==> src/hdl/wtpd_divider.sv <==
// Restoring divider: 32-bit quotient of a 63-bit dividend, one bit per cycle.
module wtpd_divider (
   input  logic        clock,
   input  logic        reset,
   input  logic        start,
   input  logic [62:0] dividend,
   input  logic [32:0] divisor,
   output logic        busy,
   output logic [31:0] quotient
);
   logic [33:0] rem_ff, rem_in;
   logic [62:0] num_ff, num_in;
   logic [32:0] den_ff, den_in;
   logic [31:0] quo_ff, quo_in;
   logic [5:0]  cnt_ff, cnt_in;
   logic [33:0] trial;
   logic [33:0] shifted;

   always_comb begin
      rem_in = rem_ff;
      num_in = num_ff;
      den_in = den_ff;
      quo_in = quo_ff;
      cnt_in = cnt_ff;
      shifted = {rem_ff[32:0], num_ff[62]};
      trial = shifted - {1'b0, den_ff};
      if (start) begin
         // upper 31 bits of the dividend are always below the divisor
         rem_in = {3'd0, dividend[62:32]};
         num_in = {dividend[31:0], 31'd0};
         den_in = divisor;
         quo_in = '0;
         cnt_in = 6'd32;
      end else if (cnt_ff != 6'd0) begin
         num_in = {num_ff[61:0], 1'b0};
         cnt_in = cnt_ff - 6'd1;
         if (!trial[33]) begin
            rem_in = trial;
            quo_in = {quo_ff[30:0], 1'b1};
         end else begin
            rem_in = shifted;
            quo_in = {quo_ff[30:0], 1'b0};
         end
      end
   end

   always_ff @(posedge clock) begin
      if (reset) begin
         cnt_ff <= '0;
      end else begin
         cnt_ff <= cnt_in;
      end
      rem_ff <= rem_in;
      num_ff <= num_in;
      den_ff <= den_in;
      quo_ff <= quo_in;
   end

   assign busy = (cnt_ff != 6'd0);
   assign quotient = quo_ff;
endmodule

==> config.mk <==
export PLATFORM = sky130hd
export DESIGN_NAME = wtpd_divider
export DESIGN_NICKNAME = d
export VERILOG_FILES = /design/src/hdl/wtpd_divider.sv
export SDC_FILE = /design/constraint.sdc
export NUM_CORES = 1
export LEC_CHECK = 0
export ABC_AREA = 1
export BUFFER_PORTS_ARGS = -buffer_cell sky130_fd_sc_hd__buf_2
export CAP_MARGIN = 25
export CORE_MARGIN = 2
export CORE_UTILIZATION = 50
export CTS_CLUSTER_DIAMETER = 120
export DETAILED_ROUTE_END_ITERATION = 8
export HOLD_SLACK_MARGIN = 0.03
export PLACE_DENSITY = 0.73
export SYNTH_ARGS = -nofsm -noshare
export SYNTH_HDL_FRONTEND = slang
export SYNTH_SLANG_ARGS = --single-unit
==> constraint.sdc <==
create_clock -name clock -period 3.3 [get_ports clock]
set_clock_uncertainty 0.1 [all_clocks]
set_input_delay 0.33 -clock clock [delete_from_list [all_inputs] [get_ports clock]]
set_output_delay 0.33 -clock clock [all_outputs]
set_load 0.05 [all_outputs]
=== After elaboration in Yosys (flattened, before gate mapping) ===
Index checks and enable logic that the tools add are counted.
W data, S select, Z words.

* Output and inout port bits: 33
* Register bits: 136
* Logic and storage cells: 20

* Add/sub/neg operators: 2
* Muxes and demuxes: 8
* Reductions and logical operators: 3

{| class="wikitable"
|+ Operators with widths
! kind !! count
|-
| $mux W63 || 2
|-
| $mux W31 || 2
|-
| $sub A34 B33 Y34 || 1
|-
| $mux W33 || 1
|-
| $mux W6 || 2
|-
| $reduce_bool A6 Y1 || 1
|-
| $sub A6 B1 Y6 const B || 1
|-
| $reduce_bool A2 Y1 || 1
|-
| $reduce_or A2 Y1 || 1
|-
| $mux W1 || 1
|}

=== Logic depth before layout (Yosys ltp) ===
Gate-level depths: netlist of the first run.

* Depth in word-level cells: 4
* Depth in mapped cells: 18
* Depth with buffers taken out: 18

=== Worst setup path after synthesis of the first run ===
No wires, ideal clock.

* Path kind: register -> register
* From: register cnt_ff[0]
* To: register num_ff[31], enable pin
* Stages on the path, launching flop included: 8
* Data required time: 2.805 ns
* Setup slack: 0.986 ns
* Period minus slack after synthesis: 2.314 ns
* Data arrival time: 1.819 ns
* Library setup time: 0.395 ns
* Path through: dfxtp_1 -> inv_1 -> ha_1 -> nand2_1 -> or2_2 -> nor2_2 -> nand2_1 -> buf_2

* Cells in the longest elaborated chain, start to end: 2

{| class="wikitable"
|+ RTL lines
! what !! RTL line !! text
|-
| from (decl) || 15 || <nowiki>logic [5:0] cnt_ff, cnt_in;</nowiki>
|-
| from (signal assigned) || 51 || <nowiki>cnt_ff <= cnt_in;</nowiki>
|-
| $reduce_bool A6 Y1 || 34 || <nowiki>end else if (cnt_ff != 6'd0) begin</nowiki>
|-
| $reduce_bool A2 Y1 (no line) || n/a ||
|-
| to (signal assigned) || 54 || <nowiki>num_ff <= num_in;</nowiki>
|-
| to (decl) || 12 || <nowiki>logic [62:0] num_ff, num_in;</nowiki>
|}

No other way between the ends.
A chain may end at the register's enable or synchronous reset.

=== Worst setup path after layout of the first run ===
* From: register rem_ff[13]
* To: register rem_ff[14], data pin

* Cells in the longest elaborated chain, start to end: 4

{| class="wikitable"
|+ RTL lines
! what !! RTL line !! text
|-
| from (decl) || 11 || <nowiki>logic [33:0] rem_ff, rem_in;</nowiki>
|-
| from (signal assigned) || 53 || <nowiki>rem_ff <= rem_in;</nowiki>
|-
| $sub A34 B33 Y34 || 26 || <nowiki>trial = shifted - {1'b0, den_ff};</nowiki>
|-
| $mux W33 * || 37 || <nowiki>if (!trial[33]) begin</nowiki>
|-
| $mux W31 * || 34 ||
|-
| $mux W31 * || 27 || <nowiki>if (start) begin</nowiki>
|-
| named net rem_in[14] || 11 ||
|}

The timed path passes the listed nets; every way through them passes the cells marked *. The select of a mux whose other input is x is not followed.

==> out/metrics.csv, run 1 <==
stage;metric;value;unit
run;maxCapViolCount;0;
setup_path;path_class;flop to flop;
global_routing;antenna_found_initial;1;
timing;totalNegativeSetupSlack;0;ns
cts;htree_levels;4;
cts;numCtsBuffers;17;
timing;fmax;0.351;GHz
placement;gp_congestion;0.920;
global_routing;first_global_vias;6568;
layout;fillers;1408;
floorplanning;core;0.0157;mm^2
pwr;power;0.00850;W
cts;clock_tree.root_cell;clkbuf_16;
global_routing;grt-ovfl-total;0;
detailed_routing;drtPass1Iterations;7;
setup_path;r2r_setup_slack;0.45;ns
layout;multi_input_area;0.00346;mm^2
timing;rsz0062_at_grt;no;
pwr;ir_drop;0.455;mV
synthesis;yosysWarningCount;0;
detailed_routing;drc;0;
cts;postCtsSetupRepairBufs;0;
synthesis;synth_area;0.00797;mm^2
floorplanning;die_area;0.0170;mm^2
floorplanning;die_x;130;um
global_routing;grt_use_total;0.231;
floorplanning;dieHeight;130;um
placement;hpwl;13500;um
setup_path;r2r-start;rem_ff[13]$_DFFE_PP_;
detailed_routing;routed_wl;19000;um
setup_path;slowest_delay;0.43;ns
worst_hold_path;min-delay-start;dividend[0];
timing;tightest_slew;0.690;ns
layout;areaGrowthSynthToFinish;22.7;%
timing;maxSlewViolCount;0;
placement;dpl_cell_area;0.00881;mm^2
synthesis;synth.distinct_cells;36;
placement;port_buffers;131;
setup_path;cp-start-kind;flop;
layout;regArea;0.00368;mm^2
setup_path;crit_top_cell;nand2_2;
cts;cts_tree;built;
pwr;power_density;869;mW/mm^2
setup_path;critPathCaptureType;flop;
synthesis;avgSynthCellArea;7.67;um^2
placement;dp.cells;1368;
global_routing;grt_max_degree;88;
timing;fin_crit;2.85;ns
detailed_routing;post_drt_wl_per_cell;13.2;um
cts;clock-sinks;136;
worst_hold_path;min_path_cells;3;
outcome;status;completed;
timing;slew_headroom;0.540;
synthesis;syn-num-nets;1173;
setup_path;r2r_cells;12;
cts;clkTransAtPathRegs;0.06;ns
setup_path;crit_fanout;20;
setup_path;path_buf_inv;1;
setup_path;worstPathRequired;3.37;ns
layout;layout_commonest_cell;nand2_1;
timing;fin_hold_ws;0.0638;ns
setup_path;crit_chain;ha_1, a21oi_1, o21bai_1, a21oi_1, nand2_2, nand2_2, nand3_1, nand2_2, buf_12, nand2_1, nand3_1, nand2_1;
detailed_routing;via_count;6878;
setup_path;arrival;2.92;ns
timing;setup_violations;0;
detailed_routing;drtIter0Drc;423;
setup_path;worstSetupPathDepth;12;
worst_hold_path;min_path_type;input pin to flop;
cts;cts_buffer_depth;2;
global_routing;grt_pass1_wl;31000;um
layout;final_cells;1435;
layout;layout-drive-gt1-share;0.173;
synthesis;syn_inst;1039;
setup_path;crit_start;rem_ff[13]$_DFFE_PP_;
detailed_routing;ant_nets;0;
layout;fin_area;0.00978;mm^2
synthesis;seq_area_frac_synth;0.462;
setup_path;critPathTopFamily;simple AND/OR/NAND/NOR gates;
layout;nNetsFinal;1340;
timing;hold_violations;0;
layout;layout_common_cells;393 x nand2_1, 175 x inv_1, 130 x buf_2;
synthesis;ys_ff_latch;136;
floorplanning;start_util;0.507;
timing;timing.final.crit_share;0.863;
setup_path;slowest_stage;edfxtp_1;
floorplanning;fp-row-count;46;
floorplanning;pin_count;132;
pwr;power_leakage;4.93;nW
detailed_routing;vias_per_cell;4.79;
layout;diodes;0;
cts;clock_latency;0.42;ns
per-stage QoR:
stage,util,setup slack [ns]
6_report,0.622,0.453
5_1_grt,0.622,0.206
4_1_cts,0.621,0.450
3_5_place_dp,0.561,0.452
3_3_place_gp,0.561,0.468
2_1_floorplan,-,0.986
synthesized netlist by cell type (all sizes together):
cell type | count | area, um^2
a21boi | 1 | 7.51
a21oi | 34 | 185
a31oi | 1 | 6.26
and2 | 1 | 6.26
buf | 15 | 126
clkbuf | 11 | 41.3
dfxtp | 40 | 801
edfxtp | 96 | 2880
fa | 1 | 20.0
ha | 34 | 425
inv | 178 | 668
nand2 | 419 | 1640
nand3 | 64 | 325
nand3b | 11 | 82.6
nand4 | 2 | 12.5
nor2 | 52 | 203
nor3 | 9 | 56.3
nor4 | 2 | 12.5
o21ai | 7 | 35.0
o21bai | 9 | 67.6
o22ai | 31 | 194
or2 | 4 | 25.0
xnor2 | 16 | 140
xor2 | 1 | 8.76
state kept, by name, indices dropped and copies added (netlist names):
name and flops:
quotient 32, num_ff 32, rem_ff 33, cnt_ff 6, den_ff 33
report_power, final:
group / switching (W) / internal [W]
registers: 0.000177 / 0.00231
clock network: 0.000764 / 0.00119
logic: 0.00261 / 0.00144
final timing paths:
| kind | to |
|---|---|
| worst min-delay path | num_ff[31]$_SDFFCE_PN0P_ |
| worst min register to register | cnt_ff[1]$_SDFFE_PP0P_ |
| worst max-delay path | rem_ff[14]$_DFFE_PP_ |
| worst max register to register | rem_ff[14]$_DFFE_PP_ |
tightest hold or removal path, delay by kind of cell:
family	cells	cell delay, ns
buffers and inverters	2	0.11
AND/OR/NAND/NOR	1	0.04
per-layer routing:
layer,GRT usage,up-vias,wire length [um]
met3,0.0414,24,961
met2,0.382,175,8780
met1,0.304,3062,8860
met5,0,-,0
li1,-,3617,-
met4,0.0873,0,367
layout make-up:
| type | instances | area share |
|---|---|---|
| Inverter | 178 | 0.0683 |
| Timing Repair Buffer | 174 | 0.112 |
| Multi-Input combinational cell | 699 | 0.354 |
| Tap cell | 216 | 0.0276 |
| Clock inverter | 14 | 0.0174 |
| Sequential cell | 136 | 0.377 |
| Clock buffer | 18 | 0.0439 |
logic make-up after synthesis:
logic type | Yosys count | synth area share
and+or+nand+nor | 564 | 0.296
xor gates and xnor gates | 17 | 0.0187
DFF | 136 | 0.462
AOI/OAI and AO/OA | 83 | 0.0621
buffers and inverters | 204 | 0.105
adders and majority gates | 35 | 0.0559
repair_timing:
| item | in CTS | in global routing |
|---|---|---|
| hold buffers | 34 | 0 |
| endpoints found under the hold margin | 34 | 0 |
| gates resized for setup | 0 | 0 |
Note: power is estimated with default switching activity, not from simulation.
==> run 2: changes to the inputs <==
Settings changed: CTS_BUF_LIST set to sky130_fd_sc_hd__clkbuf_2 sky130_fd_sc_hd__clkbuf_4 sky130_fd_sc_hd__clkbuf_8.
==> out/metrics.csv, run 2 (synthesis gave the netlist of run 1 again) <==
stage;metric;value;unit
layout;top_regs;den_ff (33), rem_ff (33);
timing;fin_hold_ws;0.0488;ns
placement;port_buffers;131;
pwr;p_sw;0.00348;W
pwr;power;0.00801;W
cts;cts_tree;built;
global_routing;grt_pass1_wl;31400;um
global_routing;first_global_vias;6709;
floorplanning;dieHeight;130;um
placement;dp_slack;0.452;ns
placement;hpwl;13500;um
setup_path;r2r_end;rem_ff[28]$_DFFE_PP_;
global_routing;antenna_found_initial;1;
setup_path;slowest_stage;edfxtp_1;
placement;gp_congestion;0.920;
setup_path;r2r-start;rem_ff[13]$_DFFE_PP_;
setup_path;r2r_setup_slack;0.45;ns
cts;cts_resized;0;
setup_path;crit_chain;ha_1, a21oi_1, o21bai_1, a21oi_1, nand2_2, nand2_2, nand3_1, nand2_4, buf_4, nand2_1, nand3_1, nand2_1;
cts;numCtsBuffers;17;
detailed_routing;drc;0;
detailed_routing;via_count;6993;
pwr;power_density;815;mW/mm^2
floorplanning;core;0.0157;mm^2
global_routing;grt_use_total;0.236;
layout;layout_commonest_cell;nand2_1;
global_routing;grt-ovfl-total;0;
cts;clkTransAtPathRegs;0.08;ns
timing;timing.final.crit_share;0.865;
cts;clock_latency;0.45;ns
cts;postCtsSetupRepairBufs;0;
setup_path;crit_fanout;15;
setup_path;path_class;flop to flop;
layout;layout_common_cells;393 x nand2_1, 175 x inv_1, 130 x buf_2;
setup_path;cp-start-kind;flop;
floorplanning;start_util;0.507;
pwr;power_frac_seq;0.310;
detailed_routing;ant_nets;0;
timing;fin_ws;0.446;ns
outcome;status;completed;
layout;layout-drive-gt1-share;0.171;
timing;rsz0062_at_grt;no;
setup_path;worstPathRequired;3.40;ns
layout;areaGrowthSynthToFinish;23.2;%
floorplanning;pin_count;132;
timing;slew_headroom;0.527;
pwr;power_leakage;4.94;nW
floorplanning;die_area;0.0170;mm^2
timing;fin_crit;2.85;ns
setup_path;slowest_delay;0.43;ns
pwr;p_int;0.00453;W
worst_hold_path;min-delay-start;dividend[32];
setup_path;critPathTopFamily;simple AND/OR/NAND/NOR gates;
layout;diodes;0;
setup_path;arrival;2.95;ns
timing;maxSlewViolCount;0;
timing;tightest_slew;0.709;ns
detailed_routing;drtPass1Iterations;5;
cts;cts_buffer_depth;2;
floorplanning;fp-row-count;46;
setup_path;path_buf_inv;1;
pwr;combinationalPowerShare;0.508;
pwr;ir_drop;0.395;mV
pwr;clkPwrFrac;0.182;
layout;nNetsFinal;1363;
floorplanning;die_x;130;um
detailed_routing;vias_per_cell;4.80;
timing;fmax;0.350;GHz
worst_hold_path;min_path_type;input pin to flop;
cts;clock-sinks;136;
setup_path;r2r_cells;12;
global_routing;grt_max_degree;88;
worst_hold_path;min_path_cells;3;
timing;setup_violations;0;
worst_hold_path;whs_endpoint;rem_ff[0]$_DFFE_PP_;
timing;totalNegativeSetupSlack;0;ns
cts;clock_tree.root_cell;clkbuf_8;
timing;hold_violations;0;
cts;cts_hold_buffers;57;
setup_path;critPathCaptureType;flop;
pwr;sw_frac_of_total;0.435;
cts;htree_levels;4;
detailed_routing;post_drt_wl_per_cell;13.2;um
detailed_routing;routed_wl;19200;um
detailed_routing;drtIter0Drc;384;
run;maxCapViolCount;0;
[run 2: how the worst max path moves through the flow]
stage,startpoint,end,depth (start not counted)
after global routing,rem_ff[9]$_DFFE_PP_,rem_ff[25]$_DFFE_PP_,12
after floorplan,cnt_ff[0]$_SDFFE_PP0P_,num_ff[31]$_SDFFCE_PN0P_,7
after CTS,rem_ff[13]$_DFFE_PP_,rem_ff[28]$_DFFE_PP_,12
after global placement,rem_ff[13]$_DFFE_PP_,rem_ff[18]$_DFFE_PP_,12
after detailed placement,rem_ff[13]$_DFFE_PP_,rem_ff[26]$_DFFE_PP_,12
final,rem_ff[13]$_DFFE_PP_,rem_ff[28]$_DFFE_PP_,12
[run 2: worst register-to-register path, delay by kind of cell (launching register included)]
| kind | cells | cell delay, ns |
|---|---|---|
| adders and majority gates | 1 | 0.39 |
| and+or+nand+nor | 7 | 0.86 |
| DFF | 1 | 0.43 |
| buffers and inverters | 1 | 0.25 |
| AOI/OAI and AO/OA | 3 | 0.59 |
[run 2: per-stage QoR]
stage               utilization  instance area, um^2  cells
floorplan                     -                 7970   1039
global placement          0.561                 8810   1368
detailed placement        0.561                 8810   1368
CTS                       0.623                 9800   1457
global route              0.625                 9820   1458
finish                    0.625                 9820   1458
[run 2: routing by layer]
layer / track usage / up-vias / share of wire
met5: 0 / - / 0
met4: 0.0765 / 0 / 0.016
met3: 0.0549 / 20 / 0.047
met2: 0.389 / 177 / 0.46
met1: 0.308 / 3136 / 0.47
li1: - / 3660 / -
[run 2: layout make-up]
type,count,area [um^2]
clock buffers,18,241
clock inverters,14,170
fillers,1388,5890
inverters,178,668
multi-input cells,699,3460
flip-flops and latches,136,3680
well taps,216,270
repair buffers,197,1330
[run 2: power groups by stage]
stage	logic [W]	registers [W]	clock network, W
after detailed placement	0.00396	0.00252	0
after global routing	0.00462	0.00253	0.00155
after floorplan	0.00311	0.00252	0
final	0.00407	0.00249	0.00146
after CTS	0.00403	0.00249	0.00149
after global placement	0.00393	0.00251	0
==> run 3: changes to the inputs <==
==> constraint.sdc (replaced) <==
create_clock -name clock -period 3.37 [get_ports clock]
set_clock_uncertainty 0.1 [all_clocks]
set_input_delay 0.5055 -clock clock [delete_from_list [all_inputs] [get_ports clock]]
set_output_delay 0.5055 -clock clock [all_outputs]
set_load 0.05 [all_outputs]
==> out/metrics.csv, run 3 (synthesis gave the netlist of run 1 again) <==
stage;metric;value;unit
cts;numCtsBuffers;17;
timing;totalNegativeSetupSlack;0;ns
setup_path;critPathTopFamily;simple AND/OR/NAND/NOR gates;
floorplanning;die_area;0.0170;mm^2
timing;hold_violations;0;
worst_hold_path;whs_endpoint;den_ff[21]$_DFFE_PP_;
timing;timing.final.crit_share;0.853;
worst_hold_path;min_path_type;input pin to flop;
pwr;p_int;0.00430;W
cts;cts_resized;0;
floorplanning;pin_count;132;
cts;cts_buffer_depth;2;
cts;postCtsSetupRepairBufs;0;
pwr;power;0.00776;W
pwr;p_sw;0.00346;W
setup_path;path_buf_inv;1;
cts;clock-sinks;136;
setup_path;r2r_end;rem_ff[4]$_DFFE_PP_;
setup_path;crit_chain;ha_1, a21oi_1, o21bai_1, a21oi_1, nand2_2, nand2_2, nand3_1, nand2_2, buf_12, nand2_1, nand3_1, nand2_1;
setup_path;crit_top_cell;nand2_2;
detailed_routing;vias_per_cell;4.81;
setup_path;worstPathRequired;3.48;ns
layout;top_regs;den_ff (33), rem_ff (33);
layout;layout-drive-gt1-share;0.178;
timing;fmax;0.348;GHz
pwr;sw_frac_of_total;0.446;
pwr;power_leakage;4.69;nW
pwr;power_density;842;mW/mm^2
detailed_routing;ant_nets;0;
floorplanning;start_util;0.507;
layout;layout_common_cells;393 x nand2_1, 175 x inv_1, 130 x buf_2;
detailed_routing;drc;0;
layout;layout_commonest_cell;nand2_1;
run;maxCapViolCount;0;
global_routing;grt_max_degree;66;
timing;maxSlewViolCount;0;
worst_hold_path;min_path_cells;1;
setup_path;slowest_stage;edfxtp_1;
outcome;status;completed;
layout;nNetsFinal;1302;
floorplanning;core;0.0157;mm^2
detailed_routing;drtPass1Iterations;5;
floorplanning;dieHeight;130;um
timing;rsz0062_at_grt;no;
timing;setup_violations;0;
detailed_routing;post_drt_wl_per_cell;13.2;um
setup_path;r2r_cells;12;
detailed_routing;drtIter0Drc;486;
floorplanning;die_x;130;um
worst_hold_path;min-delay-start;divisor[21];
setup_path;crit_fanout;20;
timing;slew_headroom;0.544;
cts;htree_levels;4;
global_routing;grt_pass1_wl;29600;um
detailed_routing;via_count;6714;
timing;fin_crit;2.88;ns
cts;clock_latency;0.46;ns
cts;clkTransAtPathRegs;0.09;ns
placement;hpwl;13500;um
setup_path;slowest_delay;0.46;ns
timing;fin_hold_ws;0.107;ns
cts;cts_tree;built;
setup_path;worstSetupPathDepth;12;
detailed_routing;routed_wl;18400;um
setup_path;r2r-start;rem_ff[13]$_DFFE_PP_;
global_routing;antenna_found_initial;1;
setup_path;cp-start-kind;flop;
cts;clock_tree.root_cell;clkbuf_8;
setup_path;critPathCaptureType;flop;
pwr;combinationalPowerShare;0.501;
global_routing;first_global_vias;6286;
setup_path;arrival;2.99;ns
floorplanning;fp-row-count;46;
setup_path;r2r_setup_slack;0.49;ns
pwr;ir_drop;0.375;mV
layout;diodes;0;
pwr;power_frac_seq;0.313;
global_routing;grt-ovfl-total;0;
placement;gp_congestion;0.951;
pwr;clkPwrFrac;0.186;
global_routing;grt_use_total;0.225;
cts;cts_hold_buffers;0;
setup_path;path_class;flop to flop;
timing;tightest_slew;0.683;ns
placement;port_buffers;131;
layout;areaGrowthSynthToFinish;15.7;%
[run 3: changes by cell type in the layout (fill, tap and decap cells not counted), moves of 2 or more]
cell	delta
clkinv_1	-2
buf_4	-4
inv_6	+2
dlygate4sd3_1	-57
inv_8	+3
[run 3: per-layer routing]
layer | vias up | part of all wire | global-route usage
met3 | 30 | 0.059 | 0.0619
met5 | - | 0 | 0
met1 | 2973 | 0.47 | 0.296
met2 | 167 | 0.45 | 0.358
met4 | 0 | 0.021 | 0.0772
li1 | 3544 | - | -
[run 3: power by group through the flow]
stage | combinational, W | sequential (W) | clock [W]
2_1_floorplan | 0.00305 | 0.00246 | 0
3_3_place_gp | 0.00381 | 0.00246 | 0
3_5_place_dp | 0.00385 | 0.00247 | 0
4_1_cts | 0.00387 | 0.00243 | 0.00148
5_1_grt | 0.00441 | 0.00248 | 0.00154
6_report | 0.00389 | 0.00243 | 0.00144
[run 3: area by class of cell]
type	count	area, um^2
clock buffers	17	234
fillers	1422	6490
repair buffers	136	721
well taps	216	270
multi-input cells	699	3460
clock inverters	15	184
inverters	178	668
flip-flops and latches	136	3680
[run 3: how the worst max path moves through the flow]
stage / start / end
global route: rem_ff[13]$_DFFE_PP_ / rem_ff[26]$_DFFE_PP_
floorplan: cnt_ff[0]$_SDFFE_PP0P_ / num_ff[31]$_SDFFCE_PN0P_
global placement: rem_ff[13]$_DFFE_PP_ / rem_ff[14]$_DFFE_PP_
finish: rem_ff[13]$_DFFE_PP_ / rem_ff[4]$_DFFE_PP_
CTS: cnt_ff[0]$_SDFFE_PP0P_ / busy
detailed placement: rem_ff[13]$_DFFE_PP_ / rem_ff[20]$_DFFE_PP_
[run 3: through the flow]
step / setup WS, ns / util / instance area, um^2 / cells
2_1_floorplan: 1.06 / - / 7970 / 1039
3_3_place_gp: 0.546 / 0.560 / 8800 / 1365
3_5_place_dp: 0.526 / 0.560 / 8800 / 1365
4_1_cts: 0.491 / 0.587 / 9220 / 1397
5_1_grt: 0.285 / 0.587 / 9220 / 1397
6_report: 0.494 / 0.587 / 9220 / 1397
